`src/hdl/rk4_pkg.sv`:
```
// ----------------------------------------------------------------------------
// rk4_pkg: shared types, constants and helpers
// Fixed-point formats, register indexes, saturation and the radix-16
// divide-by-three digit step used by the RK4 stepper.
// ----------------------------------------------------------------------------
package rk4_pkg;

    // number formats
    localparam int FRAC_BITS = 16;
    localparam int WORD_W    = 32;
    localparam int STEP_W    = 31;
    localparam int COUNT_W   = 16;
    localparam int PROD_W    = 2 * WORD_W;

    // weighted slope sum k1 + 2*k2 + 2*k3 + k4 + 3 stays inside this width
    localparam int SUM_W     = WORD_W + 3;

    // divide-by-three datapath: radix-16 digits, several digits per cycle
    localparam int DIG_W        = 4;
    localparam int DIG_PER_CYC  = 3;
    localparam int DIV_CHUNK_W  = DIG_W * DIG_PER_CYC;
    localparam int DIV_W        = ((WORD_W + 2 + DIV_CHUNK_W - 1) / DIV_CHUNK_W)
                                  * DIV_CHUNK_W;
    localparam int DIV_CYCLES   = DIV_W / DIV_CHUNK_W;
    localparam int DIV_CNT_W    = (DIV_CYCLES > 1) ? $clog2(DIV_CYCLES) : 1;

    // reciprocal of three for a 6-bit partial dividend
    localparam int RECIP3       = 43;
    localparam int RECIP3_SH    = 7;
    localparam int RECIP3_PW    = 11;

    // configuration register indexes
    localparam int CFG_IDX_W = 2;
    localparam logic [CFG_IDX_W-1:0] CFG_START_X     = 2'd0;
    localparam logic [CFG_IDX_W-1:0] CFG_START_Y     = 2'd1;
    localparam logic [CFG_IDX_W-1:0] CFG_STEP_SIZE   = 2'd2;
    localparam logic [CFG_IDX_W-1:0] CFG_UPPER_BOUND = 2'd3;

    // register reset values
    localparam logic signed [WORD_W-1:0] START_X_RST     = 32'sd0;
    localparam logic signed [WORD_W-1:0] START_Y_RST     = 32'sd65536;
    localparam logic        [STEP_W-1:0] STEP_SIZE_RST   = 31'd6554;
    localparam logic signed [WORD_W-1:0] UPPER_BOUND_RST = 32'sd65536;

    // saturated word with its overflow flag
    typedef struct packed {
        logic                     ovf;
        logic signed [WORD_W-1:0] value;
    } sat_word_t;

    // sign-extend a word to product width
    function automatic logic signed [PROD_W-1:0] widen(input logic signed [WORD_W-1:0] v);
        return {{(PROD_W-WORD_W){v[WORD_W-1]}}, v};
    endfunction

    // clamp a wide signed value to one word
    function automatic sat_word_t sat_word(input logic signed [PROD_W-1:0] v);
        logic [PROD_W-WORD_W:0] upper;
        sat_word_t              res;
        upper = v[PROD_W-1:WORD_W-1];
        if ((&upper) || !(|upper)) begin
            res.ovf   = 1'b0;
            res.value = v[WORD_W-1:0];
        end else if (v[PROD_W-1]) begin
            res.ovf   = 1'b1;
            res.value = {1'b1, {(WORD_W-1){1'b0}}};
        end else begin
            res.ovf   = 1'b1;
            res.value = {1'b0, {(WORD_W-1){1'b1}}};
        end
        return res;
    endfunction

    // one radix-16 digit of a divide by three: returns {quotient digit, remainder}
    function automatic logic [DIG_W+1:0] div3_digit(input logic [1:0]       rem_in,
                                                    input logic [DIG_W-1:0] digit);
        logic [DIG_W+1:0]     num;
        logic [RECIP3_PW-1:0] prod;
        logic [DIG_W-1:0]     quo;
        logic [DIG_W+1:0]     back;
        num  = {rem_in, digit};
        prod = RECIP3_PW'(num) * RECIP3_PW'(RECIP3);
        quo  = prod[RECIP3_SH +: DIG_W];
        back = num - (DIG_W+2)'(quo) * (DIG_W+2)'(3);
        return {quo, back[1:0]};
    endfunction

endpackage

```
`src/hdl/rk4_mul.sv`:
```
// ----------------------------------------------------------------------------
// rk4_mul: shared fixed-point multiplier
// Registered operands, registered 64-bit product, then round half up,
// floor shift by the fraction width and saturate to one word in a result register.
// ----------------------------------------------------------------------------
module rk4_mul (
    input  logic                             aclk,
    input  logic                             load,
    input  logic signed [rk4_pkg::WORD_W-1:0] op_a,
    input  logic signed [rk4_pkg::WORD_W-1:0] op_b,
    output rk4_pkg::sat_word_t               result
);

    localparam logic signed [rk4_pkg::PROD_W-1:0] RND_BIAS =
        rk4_pkg::PROD_W'(1) <<< (rk4_pkg::FRAC_BITS - 1);

    logic signed [rk4_pkg::WORD_W-1:0] a_reg;
    logic signed [rk4_pkg::WORD_W-1:0] b_reg;
    logic signed [rk4_pkg::PROD_W-1:0] prod_reg;
    logic signed [rk4_pkg::PROD_W-1:0] rounded;
    logic signed [rk4_pkg::PROD_W-1:0] shifted;
    rk4_pkg::sat_word_t                res_reg;
    rk4_pkg::sat_word_t                res_next;

    // round half up, floor shift, clamp
    always_comb begin
        rounded  = prod_reg + RND_BIAS;
        shifted  = rounded >>> rk4_pkg::FRAC_BITS;
        res_next = rk4_pkg::sat_word(shifted);
    end

    // operand, product and result stages
    always_ff @(posedge aclk) begin
        if (load) begin
            a_reg <= op_a;
            b_reg <= op_b;
        end
        prod_reg <= a_reg * b_reg;
        res_reg  <= res_next;
    end

    assign result = res_reg;

endmodule

```
`src/hdl/rk4_step_xy_ode.sv`:
```
// ----------------------------------------------------------------------------
// rk4_step_xy_ode: fourth-order Runge-Kutta stepper for dy/dx = x*y
// Signed Q16.16 datapath around one shared multiplier. A restart beat loads
// the start point; an advance beat computes k1..k4 and emits the next point.
//
//   channel  direction  handshake          payload
//   s_       in         s_valid/s_ready    s_restart
//   m_       out        m_valid/m_ready    point_number, x, y, last, overflowed
//   cfg_     in         cfg_valid/cfg_ready cfg_index, cfg_data
//
// Advance beat: eight dependent multiplications through the operand, product
// and result registers of the shared multiplier, a divider set-up state, the
// divide-by-six (three radix-16 digits per cycle), an update state and the
// output state, which registers the result and returns to idle for the next
// beat. Restart beat: loads the start point and goes straight to the output state.
// s_ready is high only while idle; a finished result waits in the output
// register while m_ready is low, holding the sequencer until it is taken.
// Reset is synchronous, active low; no clearing pass. cfg_ready is always high.
// ----------------------------------------------------------------------------
module rk4_step_xy_ode (
    input  logic                                aclk,
    input  logic                                aresetn,
    // input channel
    input  logic                                s_valid,
    output logic                                s_ready,
    input  logic                                s_restart,
    // result channel
    output logic                                m_valid,
    input  logic                                m_ready,
    output logic        [rk4_pkg::COUNT_W-1:0]  m_point_number,
    output logic signed [rk4_pkg::WORD_W-1:0]   m_x_value,
    output logic signed [rk4_pkg::WORD_W-1:0]   m_y_value,
    output logic                                m_last_point,
    output logic                                m_overflowed,
    // configuration channel
    input  logic                                cfg_valid,
    output logic                                cfg_ready,
    input  logic        [rk4_pkg::CFG_IDX_W-1:0] cfg_index,
    input  logic        [rk4_pkg::WORD_W-1:0]   cfg_data
);

    localparam int SEQ_W = 3;
    localparam logic [SEQ_W-1:0] SEQ_K1 = 3'd1;
    localparam logic [SEQ_W-1:0] SEQ_K2 = 3'd3;
    localparam logic [SEQ_W-1:0] SEQ_K3 = 3'd5;
    localparam logic [SEQ_W-1:0] SEQ_K4 = 3'd7;

    localparam logic signed [rk4_pkg::SUM_W-1:0] SUM_BIAS = rk4_pkg::SUM_W'(3);
    localparam logic [rk4_pkg::DIV_W-1:0] DIV_OFFSET =
        rk4_pkg::DIV_W'(3) << rk4_pkg::WORD_W;
    localparam logic signed [rk4_pkg::PROD_W-1:0] QUO_OFFSET =
        rk4_pkg::PROD_W'(1) <<< rk4_pkg::WORD_W;
    localparam logic [rk4_pkg::DIV_CNT_W-1:0] DIV_LAST =
        rk4_pkg::DIV_CNT_W'(rk4_pkg::DIV_CYCLES - 1);

    typedef enum logic [7:0] {
        ST_IDLE  = 8'b0000_0001,
        ST_MUL   = 8'b0000_0010,
        ST_RND   = 8'b0000_0100,
        ST_NEXT  = 8'b0000_1000,
        ST_DPREP = 8'b0001_0000,
        ST_DIV   = 8'b0010_0000,
        ST_UPD   = 8'b0100_0000,
        ST_DONE  = 8'b1000_0000
    } state_t;

    // configuration registers
    logic signed [rk4_pkg::WORD_W-1:0]  start_x_reg;
    logic signed [rk4_pkg::WORD_W-1:0]  start_y_reg;
    logic        [rk4_pkg::STEP_W-1:0]  step_size_reg;
    logic signed [rk4_pkg::WORD_W-1:0]  upper_bound_reg;

    // control and state
    state_t                             state_reg, state_next;
    logic [SEQ_W-1:0]                   seq_cnt_reg, seq_cnt_next;
    logic [rk4_pkg::DIV_CNT_W-1:0]      div_cnt_reg, div_cnt_next;
    logic                               ovf_reg, ovf_next;
    logic signed [rk4_pkg::WORD_W-1:0]  cur_x_reg, cur_x_next;
    logic signed [rk4_pkg::WORD_W-1:0]  cur_y_reg, cur_y_next;
    logic [rk4_pkg::COUNT_W-1:0]        count_reg, count_next;
    logic                               m_valid_reg, m_valid_next;

    // datapath registers
    logic signed [rk4_pkg::WORD_W-1:0]  xm_reg, xm_next;
    logic signed [rk4_pkg::WORD_W-1:0]  xe_reg, xe_next;
    logic signed [rk4_pkg::SUM_W-1:0]   sum_reg, sum_next;
    logic [rk4_pkg::DIV_W-1:0]          div_reg, div_next;
    logic [1:0]                         rem_reg, rem_next;

    // output registers
    logic                               out_load;
    logic [rk4_pkg::COUNT_W-1:0]        out_count_reg;
    logic signed [rk4_pkg::WORD_W-1:0]  out_x_reg;
    logic signed [rk4_pkg::WORD_W-1:0]  out_y_reg;
    logic                               out_last_reg;
    logic                               out_ovf_reg;

    // multiplier interface
    logic                               mul_load;
    logic signed [rk4_pkg::WORD_W-1:0]  mul_a;
    logic signed [rk4_pkg::WORD_W-1:0]  mul_b;
    rk4_pkg::sat_word_t                 mul_res;

    // combinational datapath
    logic signed [rk4_pkg::WORD_W-1:0]  h_word;
    logic signed [rk4_pkg::WORD_W-1:0]  half_h;
    rk4_pkg::sat_word_t                 xm_sat;
    rk4_pkg::sat_word_t                 xe_sat;
    logic signed [rk4_pkg::WORD_W-1:0]  k_val;
    logic signed [rk4_pkg::WORD_W-1:0]  y_addend;
    rk4_pkg::sat_word_t                 y_op;
    logic signed [rk4_pkg::SUM_W-1:0]   k_ext;
    logic signed [rk4_pkg::SUM_W-1:0]   k_weighted;
    logic signed [rk4_pkg::SUM_W-1:0]   sum_half;
    logic [rk4_pkg::DIV_W-1:0]          div_start;
    logic [rk4_pkg::DIV_W-1:0]          div_step;
    logic [1:0]                         rem_step;
    logic signed [rk4_pkg::PROD_W-1:0]  quo_delta;
    rk4_pkg::sat_word_t                 y_new;
    logic                               last_flag;

    rk4_mul u_mul (
        .aclk   (aclk),
        .load   (mul_load),
        .op_a   (mul_a),
        .op_b   (mul_b),
        .result (mul_res)
    );

    // midpoint and end abscissas
    always_comb begin
        h_word = {1'b0, step_size_reg};
        half_h = {2'b00, step_size_reg[rk4_pkg::STEP_W-1:1]};
        xm_sat = rk4_pkg::sat_word(rk4_pkg::widen(cur_x_reg) + rk4_pkg::widen(half_h));
        xe_sat = rk4_pkg::sat_word(rk4_pkg::widen(cur_x_reg) + rk4_pkg::widen(h_word));
    end

    // slope result: next y operand and weighted accumulation
    always_comb begin
        k_val      = mul_res.value;
        y_addend   = (seq_cnt_reg == SEQ_K3) ? k_val : (k_val >>> 1);
        y_op       = rk4_pkg::sat_word(rk4_pkg::widen(cur_y_reg) + rk4_pkg::widen(y_addend));
        k_ext      = {{(rk4_pkg::SUM_W-rk4_pkg::WORD_W){k_val[rk4_pkg::WORD_W-1]}}, k_val};
        k_weighted = (seq_cnt_reg == SEQ_K1 || seq_cnt_reg == SEQ_K4) ? k_ext
                                                                      : (k_ext <<< 1);
    end

    // divide by six: halve, then offset into positive range for divide by three
    always_comb begin
        sum_half  = sum_reg >>> 1;
        div_start = {{(rk4_pkg::DIV_W-rk4_pkg::SUM_W){sum_half[rk4_pkg::SUM_W-1]}}, sum_half}
                    + DIV_OFFSET;
    end

    // several radix-16 digits of the divide by three per cycle
    always_comb begin
        logic [1:0]                        rem;
        logic [rk4_pkg::DIG_W+1:0]         dq;
        logic [rk4_pkg::DIV_CHUNK_W-1:0]   qbits;
        rem   = rem_reg;
        qbits = '0;
        for (int i = 0; i < rk4_pkg::DIG_PER_CYC; i++) begin
            dq  = rk4_pkg::div3_digit(rem,
                      div_reg[rk4_pkg::DIV_W-1-rk4_pkg::DIG_W*i -: rk4_pkg::DIG_W]);
            rem = dq[1:0];
            qbits[rk4_pkg::DIV_CHUNK_W-1-rk4_pkg::DIG_W*i -: rk4_pkg::DIG_W] =
                dq[rk4_pkg::DIG_W+1:2];
        end
        div_step = {div_reg[rk4_pkg::DIV_W-rk4_pkg::DIV_CHUNK_W-1:0], qbits};
        rem_step = rem;
    end

    // new y from the quotient, minus the offset's share
    always_comb begin
        quo_delta = {{(rk4_pkg::PROD_W-rk4_pkg::DIV_W){1'b0}}, div_reg} - QUO_OFFSET;
        y_new     = rk4_pkg::sat_word(rk4_pkg::widen(cur_y_reg) + quo_delta);
        last_flag = (cur_x_reg > upper_bound_reg);
    end

    // sequencer
    always_comb begin
        state_next   = state_reg;
        seq_cnt_next = seq_cnt_reg;
        div_cnt_next = div_cnt_reg;
        ovf_next     = ovf_reg;
        cur_x_next   = cur_x_reg;
        cur_y_next   = cur_y_reg;
        count_next   = count_reg;
        xm_next      = xm_reg;
        xe_next      = xe_reg;
        sum_next     = sum_reg;
        div_next     = div_reg;
        rem_next     = rem_reg;
        mul_load     = 1'b0;
        mul_a        = cur_x_reg;
        mul_b        = cur_y_reg;
        out_load     = 1'b0;
        m_valid_next = m_valid_reg && !m_ready;
        case (state_reg)
            ST_IDLE: begin
                if (s_valid) begin
                    ovf_next = 1'b0;
                    if (s_restart) begin
                        cur_x_next = start_x_reg;
                        cur_y_next = start_y_reg;
                        count_next = rk4_pkg::COUNT_W'(1);
                        state_next = ST_DONE;
                    end else begin
                        xm_next      = xm_sat.value;
                        xe_next      = xe_sat.value;
                        ovf_next     = xm_sat.ovf | xe_sat.ovf;
                        sum_next     = SUM_BIAS;
                        seq_cnt_next = '0;
                        mul_load     = 1'b1;
                        state_next   = ST_MUL;
                    end
                end
            end
            ST_MUL: begin
                state_next = ST_RND;
            end
            ST_RND: begin
                state_next = ST_NEXT;
            end
            ST_NEXT: begin
                ovf_next = ovf_reg | mul_res.ovf;
                if (!seq_cnt_reg[0]) begin
                    // inner product done: scale by h
                    mul_load     = 1'b1;
                    mul_a        = h_word;
                    mul_b        = k_val;
                    seq_cnt_next = seq_cnt_reg + SEQ_W'(1);
                    state_next   = ST_MUL;
                end else begin
                    // slope done: accumulate, set up the next stage
                    sum_next = sum_reg + k_weighted;
                    if (seq_cnt_reg == SEQ_K4) begin
                        state_next = ST_DPREP;
                    end else begin
                        mul_load     = 1'b1;
                        mul_a        = (seq_cnt_reg == SEQ_K3) ? xe_reg : xm_reg;
                        mul_b        = y_op.value;
                        ovf_next     = ovf_reg | mul_res.ovf | y_op.ovf;
                        seq_cnt_next = seq_cnt_reg + SEQ_W'(1);
                        state_next   = ST_MUL;
                    end
                end
            end
            ST_DPREP: begin
                div_next     = div_start;
                rem_next     = 2'b00;
                div_cnt_next = '0;
                state_next   = ST_DIV;
            end
            ST_DIV: begin
                div_next     = div_step;
                rem_next     = rem_step;
                div_cnt_next = div_cnt_reg + rk4_pkg::DIV_CNT_W'(1);
                if (div_cnt_reg == DIV_LAST) begin
                    state_next = ST_UPD;
                end
            end
            ST_UPD: begin
                cur_y_next = y_new.value;
                cur_x_next = xe_reg;
                ovf_next   = ovf_reg | y_new.ovf;
                count_next = (count_reg != '1) ? count_reg + rk4_pkg::COUNT_W'(1) : count_reg;
                state_next = ST_DONE;
            end
            ST_DONE: begin
                if (!m_valid_reg || m_ready) begin
                    out_load     = 1'b1;
                    m_valid_next = 1'b1;
                    state_next   = ST_IDLE;
                end
            end
            default: begin
                state_next = ST_IDLE;
            end
        endcase
    end

    // control and state registers
    always_ff @(posedge aclk) begin
        if (!aresetn) begin
            state_reg   <= ST_IDLE;
            seq_cnt_reg <= '0;
            div_cnt_reg <= '0;
            ovf_reg     <= 1'b0;
            cur_x_reg   <= '0;
            cur_y_reg   <= '0;
            count_reg   <= '0;
            m_valid_reg <= 1'b0;
        end else begin
            state_reg   <= state_next;
            seq_cnt_reg <= seq_cnt_next;
            div_cnt_reg <= div_cnt_next;
            ovf_reg     <= ovf_next;
            cur_x_reg   <= cur_x_next;
            cur_y_reg   <= cur_y_next;
            count_reg   <= count_next;
            m_valid_reg <= m_valid_next;
        end
    end

    // configuration writes
    always_ff @(posedge aclk) begin
        if (!aresetn) begin
            start_x_reg     <= rk4_pkg::START_X_RST;
            start_y_reg     <= rk4_pkg::START_Y_RST;
            step_size_reg   <= rk4_pkg::STEP_SIZE_RST;
            upper_bound_reg <= rk4_pkg::UPPER_BOUND_RST;
        end else if (cfg_valid) begin
            case (cfg_index)
                rk4_pkg::CFG_START_X:     start_x_reg     <= cfg_data;
                rk4_pkg::CFG_START_Y:     start_y_reg     <= cfg_data;
                rk4_pkg::CFG_STEP_SIZE:   step_size_reg   <= cfg_data[rk4_pkg::STEP_W-1:0];
                rk4_pkg::CFG_UPPER_BOUND: upper_bound_reg <= cfg_data;
                default: begin
                end
            endcase
        end
    end

    // datapath and output payload
    always_ff @(posedge aclk) begin
        xm_reg  <= xm_next;
        xe_reg  <= xe_next;
        sum_reg <= sum_next;
        div_reg <= div_next;
        rem_reg <= rem_next;
        if (out_load) begin
            out_count_reg <= count_reg;
            out_x_reg     <= cur_x_reg;
            out_y_reg     <= cur_y_reg;
            out_last_reg  <= last_flag;
            out_ovf_reg   <= ovf_reg;
        end
    end

    assign s_ready        = (state_reg == ST_IDLE);
    assign cfg_ready      = 1'b1;
    assign m_valid        = m_valid_reg;
    assign m_point_number = out_count_reg;
    assign m_x_value      = out_x_reg;
    assign m_y_value      = out_y_reg;
    assign m_last_point   = out_last_reg;
    assign m_overflowed   = out_ovf_reg;

    // an advance beat starts the multiply chain
    a_adv_start: assert property (@(posedge aclk) disable iff (!aresetn)
        (s_valid && s_ready && !s_restart) |=> (state_reg == ST_MUL))
        else $error("advance beat did not start the multiply chain");

    // a restart beat goes straight to the result with point one and no overflow
    a_restart: assert property (@(posedge aclk) disable iff (!aresetn)
        (s_valid && s_ready && s_restart) |=>
            (state_reg == ST_DONE && count_reg == rk4_pkg::COUNT_W'(1) && !ovf_reg))
        else $error("restart beat mishandled");

    // k4 closes the multiply chain and hands off to the divider
    a_k4_div: assert property (@(posedge aclk) disable iff (!aresetn)
        (state_reg == ST_NEXT && seq_cnt_reg == SEQ_K4) |=> (state_reg == ST_DPREP))
        else $error("sequencer did not leave the multiply chain after k4");

    // a completed step always leaves a nonzero point count
    a_count: assert property (@(posedge aclk) disable iff (!aresetn)
        (state_reg == ST_UPD) |=> (count_reg != '0 && state_reg == ST_DONE))
        else $error("point count not advanced by step update");

endmodule

```
`config.mk`:
```
export PLATFORM = sky130hd
export DESIGN_NAME = rk4_step_xy_ode
export DESIGN_NICKNAME = d
export VERILOG_FILES = /design/src/hdl/rk4_pkg.sv /design/src/hdl/rk4_mul.sv /design/src/hdl/rk4_step_xy_ode.sv
export SDC_FILE = /design/constraint.sdc
export NUM_CORES = 2
export LEC_CHECK = 0
export BUFFER_PORTS_ARGS = -buffer_cell sky130_fd_sc_hd__buf_2
export CELL_PAD_IN_SITES_DETAIL_PLACEMENT = 1
export CELL_PAD_IN_SITES_GLOBAL_PLACEMENT = 2
export CORE_ASPECT_RATIO = 1.1
export CORE_MARGIN = 2
export CORE_UTILIZATION = 45
export DETAILED_ROUTE_END_ITERATION = 10
export PLACE_DENSITY = 0.86
export SKIP_LAST_GASP = 1
export SYNTH_ARGS = -nofsm -noshare
export SYNTH_HDL_FRONTEND = slang
export SYNTH_HIERARCHICAL = 1
export SYNTH_SLANG_ARGS = --single-unit
```
`constraint.sdc`:
```
create_clock -name aclk -period 26.4 [get_ports aclk]
set_clock_uncertainty 0.15 [all_clocks]
set_input_delay 1.32 -clock aclk [delete_from_list [all_inputs] [get_ports aclk]]
set_output_delay 1.32 -clock aclk [all_outputs]
set_load 0.01 [all_outputs]
```
### After elaboration in Yosys (flattened, before gate mapping)

Cells that the tools add are included.

* bits in registers: 602
* output and inout bits: 85

* $add $sub $neg: 14
* $mul: 7
* order comparisons: 1
* equal/unequal tests: 24
* muxes and demuxes: 62
* bitwise logic cells: 5
* reduce and logical (&&, ||, !) cells: 42

Operators with widths (count)
* two-way mux 32 bit: 18
* two-way mux 33 bit: 4
* AND reduction 33 bit: 4
* OR reduction 33 bit: 4
* one-hot mux 32 bit (2 select lines): 2
* two-way mux 35 bit: 3
* one-hot mux 36 bit (2 select lines): 1
* one-hot mux 35 bit (2 select lines): 1
* adder 32 x 32 -> 33 bit: 2
* adder 64 x 17 -> 64 bit (second input constant): 1
* multiplier 32 x 32 -> 64 bit: 1
* one-hot mux 8 bit (8 select lines): 1
* two-way mux 16 bit: 3
* adder 32 x 37 -> 38 bit: 1
* subtractor 36 x 33 -> 37 bit (second input constant): 1
* adder 34 x 35 -> 36 bit (second input constant): 1
* adder 35 x 33 -> 35 bit: 1
* adder 32 x 31 -> 33 bit: 1
* multiplier 6 x 6 -> 11 bit (second input constant): 3
* greater-than comparator 32 bit: 1
* two-way mux 8 bit: 4
* one-hot mux 16 bit (2 select lines): 1
* two-way mux 31 bit: 1
* AND reduction 17 bit: 1
* 40 further kinds: 94

### Depth between registers and ports, before layout

* depth in word-level cells: 11
* depth in mapped cells: 51

### By module

The synthesis kept the hierarchy.

Modules (own cells, without submodules)
* rk4_mul: instances 1, cells an instance 4313, area each 41344.7 um^2, sequential area each 3563.4 um^2
* rk4_step_xy_ode: instances 1, cells an instance 3400, area each 29869.9 um^2, sequential area each 11020.6 um^2

### Least setup slack after synthesis

OpenSTA, ideal clock, no wires.

* path type: reg2reg
* from: reg div_reg[35] (netlist name)
* to: reg rem_reg[1] (data pin)
* data arrival time: 9.385 ns
* slack: 16.599 ns
* cell stages (with the launch flop): 47
* period minus slack after synthesis: 9.801 ns
* path through: edfxtp_1 -> ha_1 -> ha_1 -> fa_1 -> ha_1 -> a41o_1 -> a21o_1 -> a21oi_1 -> xnor2_1 -> ha_1 -> ha_1 -> nor2_1 -> xnor2_1 -> xnor2_1 -> xnor2_1 -> inv_1 -> nor2_1 -> nor2_1 -> (+11 left out) -> xnor2_1 -> inv_1 -> ha_1 -> ha_1 -> fa_1 -> ha_1 -> and3_1 -> a31o_2 -> a21o_1 -> a21oi_1 -> xnor2_1 -> ha_1 -> inv_1 -> ha_1 -> nor2_1 -> xnor2_1 -> xnor2_1 -> nor2_1

* longest elaborated chain between the ends: 10

RTL lines
* from (decl): RTL line rk4_step_xy_ode.sv:87 `logic [rk4_pkg::DIV_W-1:0] div_reg, div_next;`
* from (signal assigned): RTL line rk4_step_xy_ode.sv:330 `div_reg <= div_next;`
* multiplier 6 x 6 -> 11 bit: RTL line rk4_pkg.sv:82 `prod = RECIP3_PW'(num) * RECIP3_PW'(RECIP3);`
* multiplier 4 x 2 -> 2 bit: RTL line rk4_pkg.sv:84 `back = num - (DIG_W+2)'(quo) * (DIG_W+2)'(3);`
* subtractor 2 bit: RTL line rk4_pkg.sv:84
* multiplier 6 x 6 -> 11 bit: RTL line rk4_pkg.sv:82
* multiplier 4 x 2 -> 2 bit: RTL line rk4_pkg.sv:84
* subtractor 2 bit: RTL line rk4_pkg.sv:84
* multiplier 6 x 6 -> 11 bit: RTL line rk4_pkg.sv:82
* multiplier 4 x 2 -> 2 bit: RTL line rk4_pkg.sv:84
* subtractor 2 bit: RTL line rk4_pkg.sv:84
* one-hot mux 2 bit (2 select lines): RTL line rk4_step_xy_ode.sv:199 `case (state_reg)`
* to (signal assigned): RTL line rk4_step_xy_ode.sv:331 `rem_reg <= rem_next;`
* to (decl): RTL line rk4_step_xy_ode.sv:88 `logic [1:0] rem_reg, rem_next;`

No other way between the ends.
A chain may end at the register's enable or synchronous reset.

### Worst setup path after layout

* from: reg div_reg[34] (netlist name)
* to: reg rem_reg[1] (data pin)

Same word-level chain as after synthesis.

==> impl_metrics.env <==
export IMPL_yosysWarnings=6
export IMPL_drt_initial_drc_count=3129
export IMPL_syn_area_per_cell_um2=9.23
export IMPL_synth_area_mux_share_pct=1.53
export IMPL_insertion_delay_ns=0.69
export IMPL_io_pins=125
export IMPL_synthXorXnorAreaFrac_pct=3.48
export IMPL_synth_top_cell_by_area="fa_1"
export IMPL_wire_per_inst_um=23.6
export IMPL_worst_pin_slew_ns=1.17
export IMPL_io_buffers=123
export IMPL_synthesis_nets=9323
export IMPL_worst_path_most_repeated_cell="ha_1"
export IMPL_die_w_um=383
export IMPL_drv_slew=0
export IMPL_die_y_um=421
export IMPL_synthArstFlopShare_pct=0
export IMPL_hpwl_um=177000
export IMPL_cp_required_ns=26.63
export IMPL_vias=54900
export IMPL_firstDrtPassIters=8
export IMPL_r2r_start="div_reg[34]"
export IMPL_seq_area_frac_synth_pct=20.5
export IMPL_holdCritPathClass="reg2reg"
export IMPL_rsz0062_at_grt="no"
export IMPL_rrSetupSlack_ns=15.47
export IMPL_slew_headroom_pct=21.8
export IMPL_syn_cell_area_um2=71200
export IMPL_hold_violations=0
export IMPL_clockBufferDepth=3
export IMPL_period_minus_slack_ns=10.93
export IMPL_tns_ns=0
export IMPL_critPathMaxStageDelay_ns=0.50
export IMPL_grt_overflow_total=0
export IMPL_synthTopCellsByArea="fa_1 31%, edfxtp_1 12%, dfxtp_1 8.5%"
export IMPL_cp_end_kind="flop"
export IMPL_critPathLaunch="div_reg[34]"
export IMPL_cts_tree="done"
export IMPL_grt_max_degree=102
export IMPL_antenna_found_initial=3
export IMPL_cp_start_kind="flop"
export IMPL_hp_start="count_reg[13]"
export IMPL_grt_pass1_vias=61500
export IMPL_cts_repair_resized=0
export IMPL_die_area_um2=161000
export IMPL_synth_top_family_by_area="adder cells"
export IMPL_syn_inst=7713
export IMPL_final_cell_mix="1,240 x inv_1, 1,098 x fa_1, 1,030 x nand2_1"
export IMPL_cts_sinks=587
export IMPL_final_common_cell="inv_1"
export IMPL_htree_levels=2
export IMPL_nNetsFinal=9231
export IMPL_drc=0
export IMPL_cts_buffers=60
export IMPL_start_util_pct=45.2
export IMPL_critPathKind="reg2reg"
export IMPL_grt_pass1_wl_um=364000
export IMPL_outcome="completed"
export IMPL_clk_pin_slew_ns=0.07
export IMPL_ys_ff_latch=587
export IMPL_row_count=153
export IMPL_synth_adder_area_share_pct=39.2
export IMPL_vias_per_cell=5.63
export IMPL_synth_simple_area_share_pct=16.1
export IMPL_fmax_ghz=0.0915
export IMPL_critPathSlowestCell="edfxtp_1"
export IMPL_maxCapViolations=0
export IMPL_fin_crit_sh_pct=41.4
export IMPL_finalSetupViolCount=0
export IMPL_synth_edf_count=283
export IMPL_cp_max_fo=6
export IMPL_clock_root_buffer="clkbuf_16"
export IMPL_gp_congestion=0.917
export IMPL_layout_drive_gt1_share_pct=6.80
export IMPL_wirelength_um=230000
export IMPL_largest_reg_flops=49
export IMPL_antenna_left=0
export IMPL_postCtsHoldBufs=0
export IMPL_synth_distinct_cells=106
export IMPL_cts_setup_buffers=0
export IMPL_core_area_um2=158000
export IMPL_critPathArrivalTime_ns=11.16
export IMPL_synth_compound_area_share_pct=10.5
export IMPL_yosysTopAreaCellShare_pct=30.9
export IMPL_synth_flop_cell="dfxtp_1"
export IMPL_area_growth_pct=6.45
export IMPL_grt_use_total_pct=29.1
## critical path, delay by kind of cell (launching register included)
family | cells | cell delay [ns]
compound gates | 8 | 1.74
xor+xnor | 9 | 1.70
fa+ha+maj | 16 | 4.88
buf+inv | 6 | 0.55
flops | 1 | 0.50
simple gates | 8 | 1.08
## area by class of cell
class	count	area, um^2
fillers	18200	81700
multi-input cells	5496	50500
flip-flops and latches	587	14600
inverters	1243	4670
well taps	2092	2620
clock buffers	87	1760
repair buffers	233	1440
clock inverters	27	229
diodes	1	2.50
## cells by family after synthesis
family	count (synthesis)
compound gates	1179
simple gates	2364
buf+inv	1630
fa+ha+maj	1570
other cells	1
flops	587
xor+xnor	283
mux	99
## worst paths after layout
check / cells after the start / end
hold / removal: 0 / m_point_number[13]
hold reg to reg: 0 / m_point_number[13]
setup / recovery: 47 / rem_reg[1]
setup reg to reg: 47 / rem_reg[1]
## per-stage QoR
| stage | util [%] | area [um^2] | setup WS, ns | std cells | hold WS, ns |
|---|---|---|---|---|---|
| 2_1_floorplan | - | 71200 | 16.60 | 7713 | 0.258 |
| 3_3_place_gp | 46.9 | 73800 | 15.49 | 9651 | 0.269 |
| 3_5_place_dp | 46.9 | 73800 | 15.45 | 9651 | 0.270 |
| 4_1_cts | 48.1 | 75800 | 15.37 | 9765 | 0.293 |
| 5_1_grt | 48.1 | 75800 | 14.50 | 9765 | 0.307 |
| 6_report | 48.1 | 75800 | 15.47 | 9766 | 0.288 |
## synth_stat cells (85+ instances only)
| master | instances |
|---|---|
| xor2_1 | 124 |
| dfxtp_1 | 304 |
| inv_1 | 1241 |
| fa_1 | 1098 |
| ha_1 | 472 |
| nor2_1 | 306 |
| a21o_1 | 107 |
| clkbuf_1 | 355 |
| edfxtp_1 | 283 |
| nand2_1 | 1032 |
| nand3_1 | 120 |
| a21oi_1 | 393 |
| xnor2_1 | 159 |
| and2_1 | 523 |
| nor3_1 | 85 |
| o21ai_0 | 256 |
## routing by layer
layer	routed length [um]	global-route usage [%]	share of wire [%]	vias up
met3	10800	3.13	4.7	356
met2	115000	50.7	50	1290
met4	8120	9.30	3.5	2
li1	-	-	-	24500
met5	11	0	0.0048	-
met1	96300	37.7	42	28800
Power is left out: the tool's default activity adds up to more than one toggle a clock period on the data nets, which glitch-free logic cannot reach.
